File: config.mk
export PLATFORM = sky130hd
export DESIGN_NAME = mec_ctrl
export DESIGN_NICKNAME = d
export VERILOG_FILES = /design/src/sv/mandelbrot_escape_count_macros.svh /design/src/sv/mec_pkg.sv /design/src/sv/mec_ctrl.sv
export SDC_FILE = /design/constraint.sdc
export NUM_CORES = 1
export LEC_CHECK = 0
export BUFFER_PORTS_ARGS = -buffer_cell sky130_fd_sc_hd__buf_4
export CORE_AREA = 2 2 39 41
export CTS_CLUSTER_SIZE = 40
export DETAILED_ROUTE_END_ITERATION = 16
export DIE_AREA = 0 0 41 43
export HOLD_SLACK_MARGIN = 0.06
export PLACE_DENSITY_LB_ADDON = 0.15
export SLEW_MARGIN = 0
export SYNTH_ARGS = -nofsm -noshare
export SYNTH_HDL_FRONTEND = slang
export SYNTH_SLANG_ARGS = --single-unit
File: constraint.sdc
create_clock -name clk -period 2.21 [get_ports clk]
set_input_delay 0.1105 -clock clk [delete_from_list [all_inputs] [get_ports clk]]
set_output_delay 0.1105 -clock clk [all_outputs]
set_load 0.005 [all_outputs]
File: src/sv/mandelbrot_escape_count_macros.svh
// Assertion macros for the Mandelbrot escape counter.
// Used by the top level; expects clk and rst_n in scope.
`ifndef MANDELBROT_ESCAPE_COUNT_MACROS_SVH
`define MANDELBROT_ESCAPE_COUNT_MACROS_SVH

// same-cycle implication, disabled during reset
`define MEC_ASSERT_IMPL(label, ante, cons, msg) \
    label: assert property (@(posedge clk) disable iff (!rst_n) (ante) |-> (cons)) \
        else $error(msg);

// next-cycle implication, disabled during reset
`define MEC_ASSERT_NEXT(label, ante, cons, msg) \
    label: assert property (@(posedge clk) disable iff (!rst_n) (ante) |=> (cons)) \
        else $error(msg);

`endif

File: src/sv/mec_pkg.sv
// Shared types and constants for the Mandelbrot escape counter.
// No dependencies; imported by the controller, datapath and top level.
package mec_pkg;

    // coordinate format: signed fixed point, FRAC_BITS fraction bits
    localparam int COORD_W   = 32;
    localparam int FRAC_BITS = 28;
    localparam int COUNT_W   = 16;
    localparam int PROD_W    = 2 * COORD_W;
    localparam int SUM_W     = PROD_W + 1;

    // |z|^2 > 4 with 2*FRAC_BITS fraction bits means sum > 2^(2*FRAC_BITS+2)
    localparam logic [SUM_W-1:0] ESCAPE_BOUND =
        {{(SUM_W-1){1'b0}}, 1'b1} << (2 * FRAC_BITS + 2);

    // configuration port
    localparam int ADDR_W = 3;
    localparam int DATA_W = 32;
    localparam logic [ADDR_W-1:0] ADDR_ITER_LIMIT = 3'd0;
    localparam logic [COUNT_W-1:0] ITER_LIMIT_RESET = 16'd100;

    // controller to datapath
    typedef struct packed {
        logic load;      // take a new point, z = c, index = 1
        logic mul_en;    // register the three products of z
        logic upd_en;    // z = z^2 + c, index + 1
        logic res_load;  // write the result register
    } mec_cmd_t;

    // datapath to controller
    typedef struct packed {
        logic escape;    // squares of current z sum above 4
        logic more;      // next index is still under the limit
    } mec_status_t;

endpackage

File: src/sv/mec_ctrl.sv
// Sequencer for the escape counter: accepts points, steps the iteration,
// owns the result valid flag. Depends on mec_pkg.
module mec_ctrl (
    input  logic                 clk,
    input  logic                 rst_n,
    input  logic                 pt_valid,
    output logic                 pt_stall,
    output logic                 res_valid,
    input  logic                 res_stall,
    input  mec_pkg::mec_status_t status,
    output mec_pkg::mec_cmd_t    cmd
);
    import mec_pkg::*;

    typedef enum logic [1:0] {
        S_IDLE,
        S_MUL,
        S_TEST,
        S_FIN
    } state_t;

    state_t state_reg, state_next;
    logic   res_valid_reg, res_valid_next;
    logic   out_free;

    // result register can take a new value this cycle
    assign out_free = !res_valid_reg || !res_stall;

    // commands
    always_comb
    begin
        cmd          = '0;
        cmd.load     = (state_reg == S_IDLE) && pt_valid;
        cmd.mul_en   = (state_reg == S_MUL);
        cmd.upd_en   = (state_reg == S_TEST) && !status.escape && status.more;
        cmd.res_load = (state_reg == S_FIN) && out_free;
    end

    // next state
    always_comb
    begin
        state_next = state_reg;
        case (state_reg)
            S_IDLE:
            begin
                if (pt_valid)
                    state_next = S_MUL;
            end
            S_MUL:
                state_next = S_TEST;
            S_TEST:
            begin
                if (status.escape || !status.more)
                    state_next = S_FIN;
                else
                    state_next = S_MUL;
            end
            S_FIN:
            begin
                if (out_free)
                    state_next = S_IDLE;
            end
            default:
                state_next = S_IDLE;
        endcase
    end

    // result valid: set on load, cleared when taken
    always_comb
    begin
        if (cmd.res_load)
            res_valid_next = 1'b1;
        else if (res_valid_reg && !res_stall)
            res_valid_next = 1'b0;
        else
            res_valid_next = res_valid_reg;
    end

    always_ff @(posedge clk or negedge rst_n)
    begin
        if (!rst_n)
        begin
            state_reg     <= S_IDLE;
            res_valid_reg <= 1'b0;
        end
        else
        begin
            state_reg     <= state_next;
            res_valid_reg <= res_valid_next;
        end
    end

    assign pt_stall  = (state_reg != S_IDLE);
    assign res_valid = res_valid_reg;

endmodule

==> After elaboration in Yosys (flattened, before gate mapping) <==
Index checks and enable logic that the tools add are counted.
{ "totals": {"in_bits": 6, "regBits": 3} }
{ "op_classes": {"reduce_logical": 15, "eq_ne": 5, "n_mux": 6} }
{ "op_table": {"columns": ["operator", "n"], "rows": [
  ["$pmux 2 s4", 1],
  ["$mux 2", 3],
  ["$logic_and 1x1->1", 5],
  ["$eq 2x2->1 const B", 2],
  ["$logic_not 1->1", 4],
  ["$ne 2x2->1 const B", 2],
  ["$reduce_bool 2->1", 2],
  ["$eq 2x1->1 const B", 1],
  ["$logic_not 2->1", 1],
  ["$logic_or 1x1->1", 2],
  ["$mux 1", 2],
  ["$reduce_and 2->1", 1]
]} }

==> Logic depth before layout (Yosys ltp) <==
{ "depth": {"ltp_word": 4, "depth_mapped": 3, "depth_no_buf": 2} }

==> Worst setup path after synthesis <==
No wires, ideal clock.
{ "synth_path": {"path_kind": "register to output", "from": "reg state_reg[1]", "to": "out cmd[3] (netlist bit)", "stages_incl_launch_ff": 3, "required_time_ps": 2099, "t_arrival_ps": 746, "path_slack_ps": 1354, "path_buffers": 0, "path_cell_list": "dfrtp_1 > or2_4 > nor2_2"} }
{ "synth_lines": {"columns": ["element", "line_no", "source"], "rows": [
  ["from (decl)", "mec_ctrl.sv:22", "state_t state_reg, state_next;"],
  ["from (signal assigned)", "mec_ctrl.sv:88", "state_reg <= state_next;"],
  ["to (decl)", "mec_ctrl.sv:11", "output mec_pkg::mec_cmd_t cmd"]
]} }

==> results.json <==
{
  "run_status": "finished clean",
  "antenna_found_initial": 0,
  "fin_ws_ns": 0.987,
  "grt_max_degree": 9,
  "fin_total_pwr_uw": 389,
  "synth_warnings": 0,
  "grt_pass1_wl_microns": 710,
  "place_inst": 47,
  "hold_class": "primary input to flop",
  "ys_ff_latch": 3,
  "port_buffers": 11,
  "cts_tree": "yes",
  "p_leak_nw": 0.157,
  "final_area_sq_um": 308,
  "clk-insertion-delay-late_ns": 0.24,
  "clkTransAtPathRegs_ns": 0.04,
  "clockRootBuffer": "clkbuf_4",
  "worstMarginPinSlew_ns": 0.214,
  "drt_iter0_drc": 0,
  "fmax_mhz": 818,
  "yosys.area_share.simple_pct": 33.3,
  "post-route-period-util_pct": 55.3,
  "synth-xor-area-share_pct": 0,
  "initial_core_util_pct": 12.7,
  "syn_avg_cell_area_sq_um": 8.40,
  "n_antenna_cell": 0,
  "cp_data_arrival_time_ns": 1.11,
  "min_period_ns": 1.22,
  "die_h_microns": 43,
  "dieWidth_microns": 41,
  "synth_cell_type_count": 15,
  "fill_cells": 168,
  "synth-seq-area-share_pct": 42.6,
  "relSlewSlack_pct": 85.8,
  "grt_pass1_vias": 161,
  "synth.area.mux_share_pct": 0,
  "async_reset_ff_share_pct": 100,
  "rows": 14,
  "clock_sinks": 3,
  "syn-num-nets": 27,
  "place.gp.congestion": 0.687,
  "synth_compound_area_share_pct": 15.6,
  "post-place-ws_ns": 1.23,
  "nNetsFinal": 43,
  "setup_viol": 0,
  "cts.repair.resized": 0,
  "fin_hold_ws_ns": 0.109,
  "io_pins": 12,
  "netlist_top_cells_count": "dfrtp_1, nand2_1, inv_1, nor2_1",
  "drt-pass1-iter-count": 1,
  "synth_area_leaders": "dfrtp_1, a21boi_2, nand2_1",
  "synth_edf_count": 0,
  "maxSlewViolCount": 0,
  "placed_area_sq_um": 272,
  "grt_overflow": 0,
  "max-vdd-ir-drop_v": 0.000459,
  "routedWlPerCell_microns": 8.50,
  "die-area_sq_mm": 0.00176,
  "rsz0062_at_grt": "no",
  "grtUsageTotal_pct": 6.93,
  "cp-end-kind": "output pin",
  "netlist_area_sq_um": 176,
  "max-clock-path-buffers": 2,
  "crit_required_ns": 2.10,
  "final_cells": 52,
  "cts_buffers": 3,
  "fin_tns_setup_ns": 0,
  "final_antenna_net_count": 0,
  "yosys.area.top_type_share_pct": 42.6,
  "hold_viol_final": 0,
  "drt-total-wl_microns": 442,
  "route.detailed.drc": 0,
  "yosysTopAreaCell": "dfrtp_1",
  "drive_above_1_share_pct": 50.0,
  "synthAdderAreaFrac_pct": 0,
  "finalClockSkew_ns": 0.00367,
  "power_density_mw_per_mm2": 1260,
  "routed_via_density": 3.69,
  "syn_inst": 21,
  "core_area_sq_mm": 0.00138,
  "synthFlopType": "dfrtp_1",
  "maxCapViolCount": 0,
  "start_kind": "flop",
  "largest_register_ffs": 2,
  "num_vias": 192,
  "htreeDepth": 1,
  "fin_util_pct": 22.2,
  "area_growth_pct": 74.5,
  "crit_path_max_fanout": 8,
  "criticalPathCategory": "flop to output pin",
  "synth_top_family_by_area": "simple AND/OR/NAND/NOR gates",
  "dp_hpwl_microns": 320
}
[cell type report]
cell class	instances	area (sq um)	area share [%]
clock buffer	4	26.3	8.54
multi-input combinational	15	86.3	28.0
tap	16	20.0	6.50
timing repair buffer	12	92.6	30.1
sequential	3	75.1	24.4
inverter	2	7.51	2.44
[worst max-delay path: stages (launching register included)]
cell	delay [ns]
dfrtp_1	0.44
or2_4	0.26
nor2_2	0.07
buf_4	0.10
[layer usage]
metal	wire length [microns]	vias up	share of wire, %	GRT usage [%]
li1	-	98	-	-
met5	0	-	0	0
met1	188	85	43	8.04
met2	207	9	47	7.19
met4	0	0	0	10.0
met3	46	0	10	3.14
[placed cells by master, fill, tap and decap left out, drive strengths merged]
master and count:
or2 1, buf 11, dlygate4sd3 1, inv 2, o21ai 1, o22ai 1
a21boi 1, clkbuf 4, nand2 3, dfrtp 3, nand2b 1, nand3 1
a21oi 1, nor2 3, and3 1, nor2b 1
[power by group]
| group | internal (mW) | switching, mW |
|---|---|---|
| combinational | 0.106 | 0.0615 |
| clock | 0.0679 | 0.0318 |
| sequential | 0.0823 | 0.0395 |
| total | 0.256 | 0.133 |
[final timing paths]
kind | start | end | slack, ns | depth (start not counted)
setup / recovery | state_reg[1]$_DFFE_PN0P_ | cmd[3] | 0.99 | 3
hold reg to reg | res_valid$_DFFE_PN0P_ | res_valid$_DFFE_PN0P_ | 0.56 | 2
setup reg to reg | state_reg[1]$_DFFE_PN0P_ | state_reg[1]$_DFFE_PN0P_ | 1.38 | 2
max in group asynchronous | rst_n | state_reg[0]$_DFFE_PN0P_ | 1.91 | 2
hold / removal | res_stall | res_valid$_DFFE_PN0P_ | 0.11 | 3
min in group asynchronous | rst_n | res_valid$_DFFE_PN0P_ | 0.20 | 2
[kinds of logic (layout without fill, tap and decap cells)]
| family | count (synthesis) | after routing |
|---|---|---|
| AO/OA/AOI/OAI | 4 | 4 |
| buffers and inverters | 3 | 18 |
| flip-flops | 3 | 3 |
| AND/OR/NAND/NOR | 11 | 11 |
[repair_timing]
item	CTS	global route
hold buffers	1	0
buffers inserted	0	0
hold endpoints to repair	3	0
No activity file was read; power rests on OpenSTA's default activity.
